<file path="src/snms_sqrt.sv">
`default_nettype none
module snms_sqrt (
  input  wire logic        clk,
  input  wire logic        rst_n,
  input  wire logic        start,
  input  wire logic [15:0] value,
  output logic             done,
  output logic [7:0]       root
);

  logic [15:0] rem_r, rem_nxt;
  logic [15:0] res_r, res_nxt;
  logic [15:0] bit_r, bit_nxt;
  logic        busy_r, busy_nxt;
  logic        done_r, done_nxt;
  logic [16:0] trial;

  always_comb begin
    rem_nxt  = rem_r;
    res_nxt  = res_r;
    bit_nxt  = bit_r;
    busy_nxt = busy_r;
    done_nxt = 1'b0;
    trial    = {1'b0, res_r} + {1'b0, bit_r};
    if (start) begin
      rem_nxt  = value;
      res_nxt  = 16'd0;
      bit_nxt  = 16'h4000;
      busy_nxt = 1'b1;
    end else if (busy_r) begin
      if ({1'b0, rem_r} >= trial) begin
        rem_nxt = rem_r - trial[15:0];
        res_nxt = (res_r >> 1) + bit_r;
      end else begin
        res_nxt = res_r >> 1;
      end
      bit_nxt = bit_r >> 2;
      if (bit_r == 16'd1) begin
        busy_nxt = 1'b0;
        done_nxt = 1'b1;
      end
    end
  end

  always_ff @(posedge clk) begin
    if (!rst_n) begin
      busy_r <= 1'b0;
      done_r <= 1'b0;
    end else begin
      busy_r <= busy_nxt;
      done_r <= done_nxt;
    end
    rem_r <= rem_nxt;
    res_r <= res_nxt;
    bit_r <= bit_nxt;
  end

  assign done = done_r;
  assign root = res_r[7:0];

endmodule
`default_nettype wire

</file>
<file path="config.mk">
export PLATFORM = sky130hd
export DESIGN_NAME = snms_sqrt
export DESIGN_NICKNAME = d
export VERILOG_FILES = /design/src/snms_sqrt.sv
export SDC_FILE = /design/constraint.sdc
export NUM_CORES = 1
export LEC_CHECK = 0
export BUFFER_PORTS_ARGS = -buffer_cell sky130_fd_sc_hd__buf_2
export CORE_MARGIN = 3
export CORE_UTILIZATION = 60
export CTS_BUF_LIST = sky130_fd_sc_hd__clkbuf_4 sky130_fd_sc_hd__clkbuf_8 sky130_fd_sc_hd__clkbuf_16
export DETAILED_ROUTE_END_ITERATION = 16
export GPL_TIMING_DRIVEN = 0
export HOLD_SLACK_MARGIN = 0.15
export PLACE_DENSITY = 0.77
export SLEW_MARGIN = 20
export SYNTH_ARGS = -nofsm -noshare
export SYNTH_HDL_FRONTEND = slang
export SYNTH_SLANG_ARGS = --single-unit
</file>
<file path="constraint.sdc">
create_clock -name clk -period 5.1 [get_ports clk]
set_clock_uncertainty 0.05 [all_clocks]
set_input_delay 0.51 -clock clk [delete_from_list [all_inputs] [get_ports clk]]
set_output_delay 0.51 -clock clk [all_outputs]
set_load 0.01 [all_outputs]
</file>
**Yosys cells after proc, flatten, opt, wreduce, memory -nomap -nowiden**

Cells that the tools add are included.

- Register bits: 42
- Latch bits: 0
- RAM bits: 0
- ROM bits: 0
- Bits of input ports: 19
- Word-level logic and storage cells: 24
- Memories kept: 0

- Add/sub/neg operators: 3
- Multiply operators: 0
- Div/mod/pow operators: 0
- $lt $le $gt $ge: 1
- Equal/unequal tests: 1
- Shifts and indexed selects: 0
- Mux-type cells: 8
- Bitwise logic cells: 2
- Reductions and logical operators: 4

Operators with widths:

| kind | count |
|---|---|
| $mux 16 | 4 |
| $add 16x15->17 | 1 |
| $ge 16x17->1 | 1 |
| $add 15x15->16 | 1 |
| $sub 16x16->16 | 1 |
| $eq 8x1->1 const B | 1 |
| $mux 1 | 4 |
| $reduce_bool 2->1 | 2 |
| $reduce_or 3->1 | 1 |
| $not 1->1 | 2 |
| $reduce_and 2->1 | 1 |

**Depth between registers and ports, before layout**

Gate-level depths: netlist of run 1.

- Depth in word-level cells: 5
- Depth in mapped cells: 17
- Depth with buffers taken out: 16

**Worst setup path after synthesis of run 1**

No wires, ideal clock.

- Path type: reg-to-reg
- Start: register res_r[2]
- End: register rem_r[0], enable pin
- Setup time: 0.367 ns
- Arrival: 3.639 ns
- Required time: 4.683 ns
- Path slack: 1.044 ns
- Cell stages (with the launch flop): 15
- Path buffers: 1
- Path through: dfxtp_1 > ha_1 > a31oi_1 > o21bai_1 > a31oi_1 > o21ai_0 > a31oi_1 > o21bai_1 > xnor2_1 > ha_1 > nand3_1 > o41ai_4 > o21a_1 > buf_4 > a21o_1

- Cells in the longest elaborated chain, start to end: 4

Ends and longest elaborated chain:

| element | RTL line | source |
|---|---|---|
| start: declaration | 12 | `logic [15:0] res_r, res_nxt;` |
| start signal: assignment | 54 | `res_r <= res_nxt;` |
| $add 16x15->17 | 24 | `trial = {1'b0, res_r} + {1'b0, bit_r};` |
| $ge 16x17->1 | 31 | `if ({1'b0, rem_r} >= trial) begin` |
| $reduce_bool 2->1 (no source line) | n/a |  |
| $reduce_and 2->1 (no source line) | n/a |  |
| end signal: assignment | 53 | `rem_r <= rem_nxt;` |
| end: declaration | 11 | `logic [15:0] rem_r, rem_nxt;` |

No other way between the ends.
A chain may end at the register's enable or synchronous reset.

**Worst setup path after layout of run 1**

- Start: register res_r[2]
- End: register rem_r[13], enable pin

Same word-level chain as after synthesis.

==> results.json, run 1 <==
{
  "cts_hold_buf": 0,
  "track_usage": 0.267,
  "syn_nets": 450,
  "drv_cap": 0,
  "synth_edf_count": 16,
  "path_class": "reg2reg",
  "port_buffers": 26,
  "r2r_start": "res_r[2]$_SDFFE_PP0P_",
  "r2r_end": "rem_r[13]$_DFFE_PP_",
  "pre_cts_slack_ns": 0.244,
  "wire_per_inst_um": 16.0,
  "viasPerCell": 5.96,
  "clock_path_buffers": 2,
  "powerDensity_nw_per_um2": 452,
  "min_path_type": "in2reg",
  "cts_made_buffers": 5,
  "hold_violations": 0,
  "drc": 0,
  "met2_usage": 0.432,
  "drt_iter0_drc": 240,
  "rsz0062_at_grt": "false",
  "synth_area_leaders": "dfxtp_1, edfxtp_1, ha_1, nand2_1, xor2_1",
  "hold_end": "done$_SDFF_PP0_",
  "status": "complete, no violations",
  "layout_common_cells": "nand2_1, nor2_1, ha_1",
  "die_h_um": 81.3,
  "max_freq_ghz": 0.211,
  "die_width_um": 81.3,
  "power.leakage_uw": 0.00154,
  "end_kind": "flop",
  "yosysWarnings": 0,
  "synth_flop_cell": "dfxtp_1",
  "gr-total-overflow": 0,
  "worst_slew_pin_slew_ns": 0.792,
  "synth_cells": 396,
  "wl_um": 8020,
  "finalNetCount": 483,
  "async_flop_share": 0,
  "critPathMaxFanout": 16,
  "min_period_ns": 4.74,
  "cts_sinks": 42,
  "hold_start": "rst_n",
  "grt_max_degree": 17,
  "rrSetupSlack_ns": 0.36,
  "post_cts_buffers": 0,
  "synth.distinct_cells": 61,
  "core_sq_um": 5300,
  "avgSynthCellArea_sq_um": 8.58,
  "cp-start-kind": "flop",
  "worst_ep_required_time_ns": 5.01,
  "setup_slack_ns": 0.356,
  "clk_pin_slew_ns": 0.08,
  "netlist_area_sq_um": 3400,
  "busiest_layer": "met2",
  "r2r_cells": 14,
  "layout-drive-gt1-share": 0.140,
  "peakVddDrop_uv": 310,
  "final_common_cell": "nand2_1",
  "max-slew-margin-rel": 0.465,
  "cts-root-buf": "clkbuf_8",
  "htreeDepth": 2,
  "num_io_pins": 28,
  "setup_viol": 0,
  "synth.top_cell.area_share": 0.153,
  "grtUsageMet1": 0.371,
  "ys_ff_latch": 42,
  "drv_slew": 0,
  "hold_depth": 3,
  "place_congestion": 0.917,
  "met3_usage": 0.0377,
  "ys_seq_area_frac": 0.295,
  "antenna_found_initial": 0,
  "rows": 26,
  "initial_core_util": 0.641,
  "clock_latency_ns": 0.30,
  "postRouteAntennaNets": 0,
  "grt_pass1_vias": 2841,
  "vias": 2982,
  "crit_arrival_ns": 4.65,
  "yosysTopAreaCell": "dfxtp_1",
  "dieArea_sq_um": 6600,
  "firstDrtPassIters": 4,
  "insertedDiodeCount": 0,
  "syn_to_final_growth_pct": 9.79,
  "grt_first_pass_wirelength_um": 13600,
  "min_period_over_period": 0.930,
  "fillers": 429,
  "cts_tree": "yes",
  "fin_tns_setup_ns": 0,
  "hpwl_um": 6010
}
-- synthesized netlist by cell type (2+ instances only) --
cell type and instances:
a211oi_1 4, nor3_1 2, nor2_1 39, mux2i_1 9, o211ai_1 9, clkbuf_1 8
buf_4 9, o21a_1 2, dfxtp_1 26, nand2_1 47, edfxtp_1 16, a21o_1 8
a21boi_0 3, or3_1 5, buf_1 3, nor3b_1 3, ha_1 34, o21bai_1 6
a31oi_1 10, a21oi_1 21, a311oi_1 5, nand4_1 2, nand2b_1 2, nand4_2 2
inv_1 15, nor2b_1 3, xor2_1 19, o21ai_0 28, nand3_1 8, o221a_2 2
o31ai_1 3, xnor2_1 12, o41ai_1 2, and3_1 2
-- per-layer routing --
layer	routed length, um	share of wire
met2	3750	0.47
met3	502	0.063
met5	0	0
met4	44	0.0055
met1	3720	0.46
-- per-stage QoR --
step / hold slack (ns) / cells / utilization / total power (uW) / area, sq um
floorplan: 0.428 / 396 / - / 1200 / 3400
global placement: 0.450 / 492 / 0.682 / 1380 / 3620
global route: 0.416 / 500 / 0.704 / 1820 / 3730
CTS: 0.394 / 500 / 0.703 / 1680 / 3730
detailed placement: 0.456 / 492 / 0.682 / 1400 / 3620
finish: 0.398 / 500 / 0.704 / 1690 / 3730
-- layout make-up --
class | instances | area [sq um] | area share
Timing Repair Buffer | 26 | 130 | 0.0349
Sequential cell | 42 | 1000 | 0.268
Inverter | 15 | 56.3 | 0.0151
Clock inverter | 1 | 30.0 | 0.00805
Buffer | 22 | 119 | 0.0319
Multi-Input combinational cell | 317 | 2220 | 0.596
Clock buffer | 7 | 83.8 | 0.0225
Tap cell | 70 | 87.6 | 0.0235
-- worst max path at each step --
| stage | startpoint | endpoint | slack (ns) | depth (start not counted) |
|---|---|---|---|---|
| finish | res_r[2]$_SDFFE_PP0P_ | rem_r[13]$_DFFE_PP_ | 0.36 | 14 |
| global route | res_r[2]$_SDFFE_PP0P_ | rem_r[15]$_DFFE_PP_ | 0.12 | 14 |
| CTS | res_r[2]$_SDFFE_PP0P_ | rem_r[11]$_DFFE_PP_ | 0.13 | 14 |
| detailed placement | res_r[2]$_SDFFE_PP0P_ | rem_r[14]$_DFFE_PP_ | 0.24 | 14 |
| global placement | res_r[2]$_SDFFE_PP0P_ | rem_r[15]$_DFFE_PP_ | 0.33 | 14 |
| floorplan | res_r[2]$_SDFFE_PP0P_ | rem_r[0]$_DFFE_PP_ | 1.04 | 14 |
-- worst max-delay path, stage by stage (launching register included) --
cell	delay [ns]
dfxtp_1	0.47
ha_1	0.31
a31oi_1	0.30
o21bai_1	0.16
a31oi_1	0.34
o21ai_0	0.25
a31oi_1	0.33
o21bai_1	0.14
xnor2_1	0.14
ha_1	0.34
nand3_1	0.20
o41ai_4	0.62
o21a_1	0.18
buf_4	0.17
a21o_2	0.40
-- logic make-up after synthesis --
| family | after synthesis | synth area share |
|---|---|---|
| buffers and inverters | 37 | 0.0515 |
| AND/OR/NAND/NOR | 120 | 0.159 |
| multiplexers | 10 | 0.0298 |
| flip-flops | 42 | 0.295 |
| XOR/XNOR | 31 | 0.0799 |
| AO/OA/AOI/OAI | 121 | 0.254 |
| adder cells (fa/ha/maj) | 35 | 0.131 |
-- state kept, by name, summed over array words and instances, names as in the netlist --
signal and cells:
bit_r 8, busy_r 1, done 1, rem_r 16, res_r 16
-- report_power, final --
group	internal (uW)	total, uW	switching, uW
Sequential	445	504	59.5
Combinational	380	904	524
Clock	157	279	122
Total	982	1690	706
-- repair_timing --
| item | 4_1_cts | 5_1_grt |
|---|---|---|
| setup endpoints to repair | 0 | 16 |
| gates resized for setup | 0 | 1 |
| endpoints found under the hold margin | 0 | 0 |
No activity file was read; power rests on OpenSTA's default activity.
==> run 2: changes to the inputs <==
--- a/config.mk
+++ b/config.mk
@@ -8,11 +8,11 @@
 export BUFFER_PORTS_ARGS = -buffer_cell sky130_fd_sc_hd__buf_2
 export CORE_MARGIN = 3
 export CORE_UTILIZATION = 60
-export CTS_BUF_LIST = sky130_fd_sc_hd__clkbuf_4 sky130_fd_sc_hd__clkbuf_8 sky130_fd_sc_hd__clkbuf_16
 export DETAILED_ROUTE_END_ITERATION = 16
 export GPL_TIMING_DRIVEN = 0
 export HOLD_SLACK_MARGIN = 0.15
 export PLACE_DENSITY = 0.77
+export SKIP_CTS_REPAIR_TIMING = 1
 export SLEW_MARGIN = 20
 export SYNTH_ARGS = -nofsm -noshare
 export SYNTH_HDL_FRONTEND = slang
==> constraint.sdc (replaced) <==
create_clock -name clk -period 5.1 [get_ports clk]
set_clock_uncertainty 0.05 [all_clocks]
set_input_delay 0.51 -clock clk [delete_from_list [all_inputs] [get_ports clk]]
set_output_delay 0.51 -clock clk [all_outputs]
set_load 0.02 [all_outputs]
==> results.json, run 2 (synthesis gave the netlist of run 1 again) <==
{
  "min_path_type": "in2reg",
  "wl_um": 8060,
  "clock_path_buffers": 2,
  "antenna_found_initial": 0,
  "cts_made_buffers": 5,
  "grt_max_degree": 17,
  "clk_pin_slew_ns": 0.08,
  "path_class": "reg2reg",
  "drv_cap": 0,
  "initial_core_util": 0.641,
  "crit_buf_inv": 1,
  "die_h_um": 81.3,
  "drv_slew": 0,
  "min_period_ns": 4.77,
  "dieArea_sq_um": 6600,
  "final_common_cell": "nand2_1",
  "track_usage": 0.266,
  "layout_common_cells": "nand2_1, nor2_1, ha_1",
  "cp_top_family": "compound AO/OA/AOI/OAI gates",
  "place_inst": 492,
  "cp-start-kind": "flop",
  "cts-root-buf": "clkbuf_8",
  "hpwl_um": 6010,
  "p_total_uw": 1690,
  "end_kind": "flop",
  "max-slew-margin-rel": 0.459,
  "clock_latency_ns": 0.30,
  "core_sq_um": 5300,
  "grt_pass1_vias": 2819,
  "multi_input_comb_area_sq_um": 2220,
  "firstDrtPassIters": 5,
  "die_width_um": 81.3,
  "place_congestion": 0.917,
  "rows": 26,
  "insertedDiodeCount": 0,
  "hold_violations": 0,
  "critPathMaxFanout": 16,
  "setup_viol": 0,
  "worst_slew_pin_slew_ns": 0.800,
  "peakVddDrop_uv": 311,
  "max_freq_ghz": 0.210,
  "crit_arrival_ns": 4.67,
  "holdWs_ns": 0.401,
  "layout-drive-gt1-share": 0.135,
  "postRouteAntennaNets": 0,
  "drc": 0,
  "viasPerCell": 6.02,
  "finalNetCount": 483,
  "worst_ep_required_time_ns": 5.01,
  "status": "complete, no violations",
  "grt_first_pass_wirelength_um": 13500,
  "cp_cell_sequence": "ha_1 -> a31oi_1 -> o21bai_1 -> a31oi_1 -> o21ai_0 -> a31oi_1 -> o21bai_1 -> xnor2_1 -> ha_1 -> nand3_1 -> o41ai_4 -> o21a_1 -> buf_4 -> a21o_2",
  "fillers": 430,
  "cp_slowest_cell": "o41ai_4",
  "wire_per_inst_um": 16.1,
  "htreeDepth": 2,
  "crit_top_cell": "a31oi_1",
  "fin_cells": 500,
  "cpPeakStageDelay_ns": 0.64,
  "reg_top3": "rem_r: 16 flops, res_r: 16 flops, bit_r: 8 flops",
  "gr-total-overflow": 0,
  "power.leakage_uw": 0.00153,
  "cts_sinks": 42,
  "num_io_pins": 28,
  "fin_tns_setup_ns": 0,
  "min_period_over_period": 0.935,
  "vias": 3009,
  "seqCellArea_sq_um": 1000,
  "powerDensity_nw_per_um2": 453,
  "rsz0062_at_grt": "false",
  "port_buffers": 26,
  "syn_to_final_growth_pct": 9.57,
  "cts_tree": "yes",
  "drt_iter0_drc": 212
}
[run 2: cell count changes in the layout (fill, tap and decap cells not counted)]
cell and delta:
clkbuf_4 -2, clkbuf_1 +2
[run 2: final timing paths]
kind	slack (ns)	cells past startpoint	from	to
worst min-delay path	0.40	3	rst_n	done$_SDFF_PP0_
worst max-delay path	0.33	14	res_r[2]$_SDFFE_PP0P_	rem_r[13]$_DFFE_PP_
worst max register to register	0.33	14	res_r[2]$_SDFFE_PP0P_	rem_r[13]$_DFFE_PP_
worst min register to register	0.47	2	res_r[0]$_SDFFE_PP0P_	res_r[0]$_SDFFE_PP0P_
[run 2: power by group]
group	switching (uW)	internal, uW
Clock	122	147
Combinational	533	380
Sequential	60.0	445
Total	715	972
[run 2: area by class of cell]
cell class / count / area share
timing repair buffer: 26 / 0.0349
clock inverter: 1 / 0.00806
tap: 70 / 0.0235
clock buffer: 7 / 0.0205
multi-input combinational: 317 / 0.597
buffer: 22 / 0.0319
sequential: 42 / 0.269
inverter: 15 / 0.0151
[run 2: metal layers]
layer	GRT usage	share of wire	routed length, um
met3	0.0366	0.057	457
met4	0.0709	0.010	83
met2	0.430	0.46	3690
met5	0	0	0
met1	0.371	0.48	3830
[run 2: tightest hold or removal path, cell delays in order]
cell and delay [ns]:
buf_2 0.10, nand2_1 0.06, nor2_1 0.03
[run 2: stage by stage]
stage	worst slack, ns	instance area [sq um]	utilization
after CTS	0.131	3720	0.702
after detailed placement	0.244	3620	0.682
after global placement	0.330	3620	0.682
after floorplan	1.04	3400	-
after global routing	0.118	3720	0.702
final	0.332	3720	0.702
==> run 3: changes to the inputs <==
--- a/config.mk
+++ b/config.mk
@@ -7,13 +7,14 @@
 export LEC_CHECK = 0
 export BUFFER_PORTS_ARGS = -buffer_cell sky130_fd_sc_hd__buf_2
 export CORE_MARGIN = 3
-export CORE_UTILIZATION = 60
+export CORE_UTILIZATION = 40
 export DETAILED_ROUTE_END_ITERATION = 16
 export GPL_TIMING_DRIVEN = 0
 export HOLD_SLACK_MARGIN = 0.15
-export PLACE_DENSITY = 0.77
+export PLACE_DENSITY = 0.54
 export SKIP_CTS_REPAIR_TIMING = 1
 export SLEW_MARGIN = 20
 export SYNTH_ARGS = -nofsm -noshare
 export SYNTH_HDL_FRONTEND = slang
 export SYNTH_SLANG_ARGS = --single-unit
+export TNS_END_PERCENT = 10
==> results.json, run 3 (synthesis gave the netlist of run 1 again) <==
{
  "crit_top_cell": "a31oi_1",
  "grt_pass1_vias": 2831,
  "cts_made_buffers": 5,
  "met3_length_um": 207,
  "switching_share": 0.428,
  "cts_tree": "yes",
  "drv_slew": 0,
  "drt_iter0_drc": 141,
  "firstDrtPassIters": 4,
  "comb_power_share": 0.545,
  "hpwl_um": 6450,
  "cp_top_family": "compound AO/OA/AOI/OAI gates",
  "final_common_cell": "nand2_1",
  "multi_input_comb_area_sq_um": 2220,
  "worst_slew_pin_slew_ns": 0.721,
  "switchingPower_uw": 710,
  "syn_to_final_growth_pct": 10.7,
  "top_layer": "met4",
  "peakVddDrop_uv": 217,
  "critPathMaxFanout": 16,
  "wire_per_inst_um": 15.9,
  "num_io_pins": 28,
  "post-route-util": 0.472,
  "viasPerCell": 5.55,
  "seqCellArea_sq_um": 1000,
  "grt_first_pass_wirelength_um": 14100,
  "met2_length_um": 3790,
  "dieArea_sq_um": 9640,
  "crit_arrival_ns": 4.57,
  "drv_cap": 0,
  "cts_sinks": 42,
  "die_width_um": 98.2,
  "worst_ep_required_time_ns": 5.01,
  "p_int_uw": 948,
  "finalNetCount": 483,
  "cts-root-buf": "clkbuf_8",
  "htreeDepth": 2,
  "hold_violations": 0,
  "gr-total-overflow": 0,
  "vias": 2950,
  "core_sq_um": 7970,
  "crit_buf_inv": 1,
  "layout_common_cells": "nand2_1, nor2_1, ha_1",
  "rsz0062_at_grt": "false",
  "initial_core_util": 0.427,
  "met1_length_um": 4320,
  "seq_power_share": 0.303,
  "clock_path_buffers": 2,
  "end_kind": "flop",
  "max_freq_ghz": 0.215,
  "grt_max_degree": 17,
  "status": "complete, no violations",
  "rows": 32,
  "min_period_ns": 4.65,
  "p_total_uw": 1660,
  "cp_cell_sequence": "ha_1 -> a31oi_1 -> o21bai_1 -> a31oi_1 -> o21ai_0 -> a31oi_1 -> o21bai_1 -> xnor2_1 -> ha_1 -> nand3_1 -> o41ai_4 -> o21a_1 -> buf_4 -> a21o_2",
  "fillers": 808,
  "cpPeakStageDelay_ns": 0.55,
  "reg_top3": "rem_r: 16 flops, res_r: 16 flops, bit_r: 8 flops",
  "powerDensity_nw_per_um2": 441,
  "p_clk_frac": 0.153,
  "max-slew-margin-rel": 0.513,
  "track_usage": 0.180,
  "place_congestion": 0.909,
  "layout-drive-gt1-share": 0.140,
  "clock_latency_ns": 0.30,
  "clk_pin_slew_ns": 0.09,
  "port_buffers": 26,
  "fin_tns_setup_ns": 0,
  "cp_slowest_cell": "o41ai_4",
  "postRouteAntennaNets": 0,
  "min_path_type": "in2reg",
  "antenna_found_initial": 0,
  "cp-start-kind": "flop",
  "wl_um": 8450,
  "drc": 0,
  "die_h_um": 98.2,
  "holdWs_ns": 0.383,
  "insertedDiodeCount": 0,
  "min_period_over_period": 0.912,
  "path_class": "reg2reg",
  "power.leakage_uw": 0.00154,
  "setup_viol": 0
}
run 3: metrics by stage:
stage,worst slack [ns],area (sq um),instances
global route,0.00459,3760,532
floorplan,1.04,3400,396
global placement,0.191,3660,524
detailed placement,0.119,3660,524
CTS,0.118,3760,532
finish,0.447,3760,532
run 3: worst paths after layout:
check                                           start                    end  slack (ns)  cells past startpoint
worst min register to register  res_r[0]$_SDFFE_PP0P_  res_r[0]$_SDFFE_PP0P_        0.47                      2
worst max register to register  res_r[2]$_SDFFE_PP0P_    rem_r[15]$_DFFE_PP_        0.45                     14
worst max-delay path            res_r[2]$_SDFFE_PP0P_    rem_r[15]$_DFFE_PP_        0.45                     14
worst min-delay path                            rst_n        done$_SDFF_PP0_        0.38                      3
run 3: power groups by stage:
stage               registers, uW  logic (uW)  clock network, uW
floorplan                     489         722                  0
global placement              510         896                  0
detailed placement            512         899                  0
CTS                           504         906                263
global route                  513        1020                275
finish                        502         903                253
run 3: worst min-delay path: stages:
cell and delay, ns:
buf_2 0.11, nand2_1 0.05, nor2_1 0.03
run 3: area by class of cell:
type / instances / area share
Clock inverter: 2 / 0.00266
Clock buffer: 6 / 0.0250
Tap cell: 102 / 0.0339
Sequential cell: 42 / 0.266
Multi-Input combinational cell: 317 / 0.591
Buffer: 22 / 0.0316
Timing Repair Buffer: 26 / 0.0346
Inverter: 15 / 0.0150
run 3: routing by layer:
layer  GRT usage  vias up
met5           0        -
li1            -     1512
met1       0.255     1387
met3      0.0243       10
met2       0.283       41
met4      0.0588        0
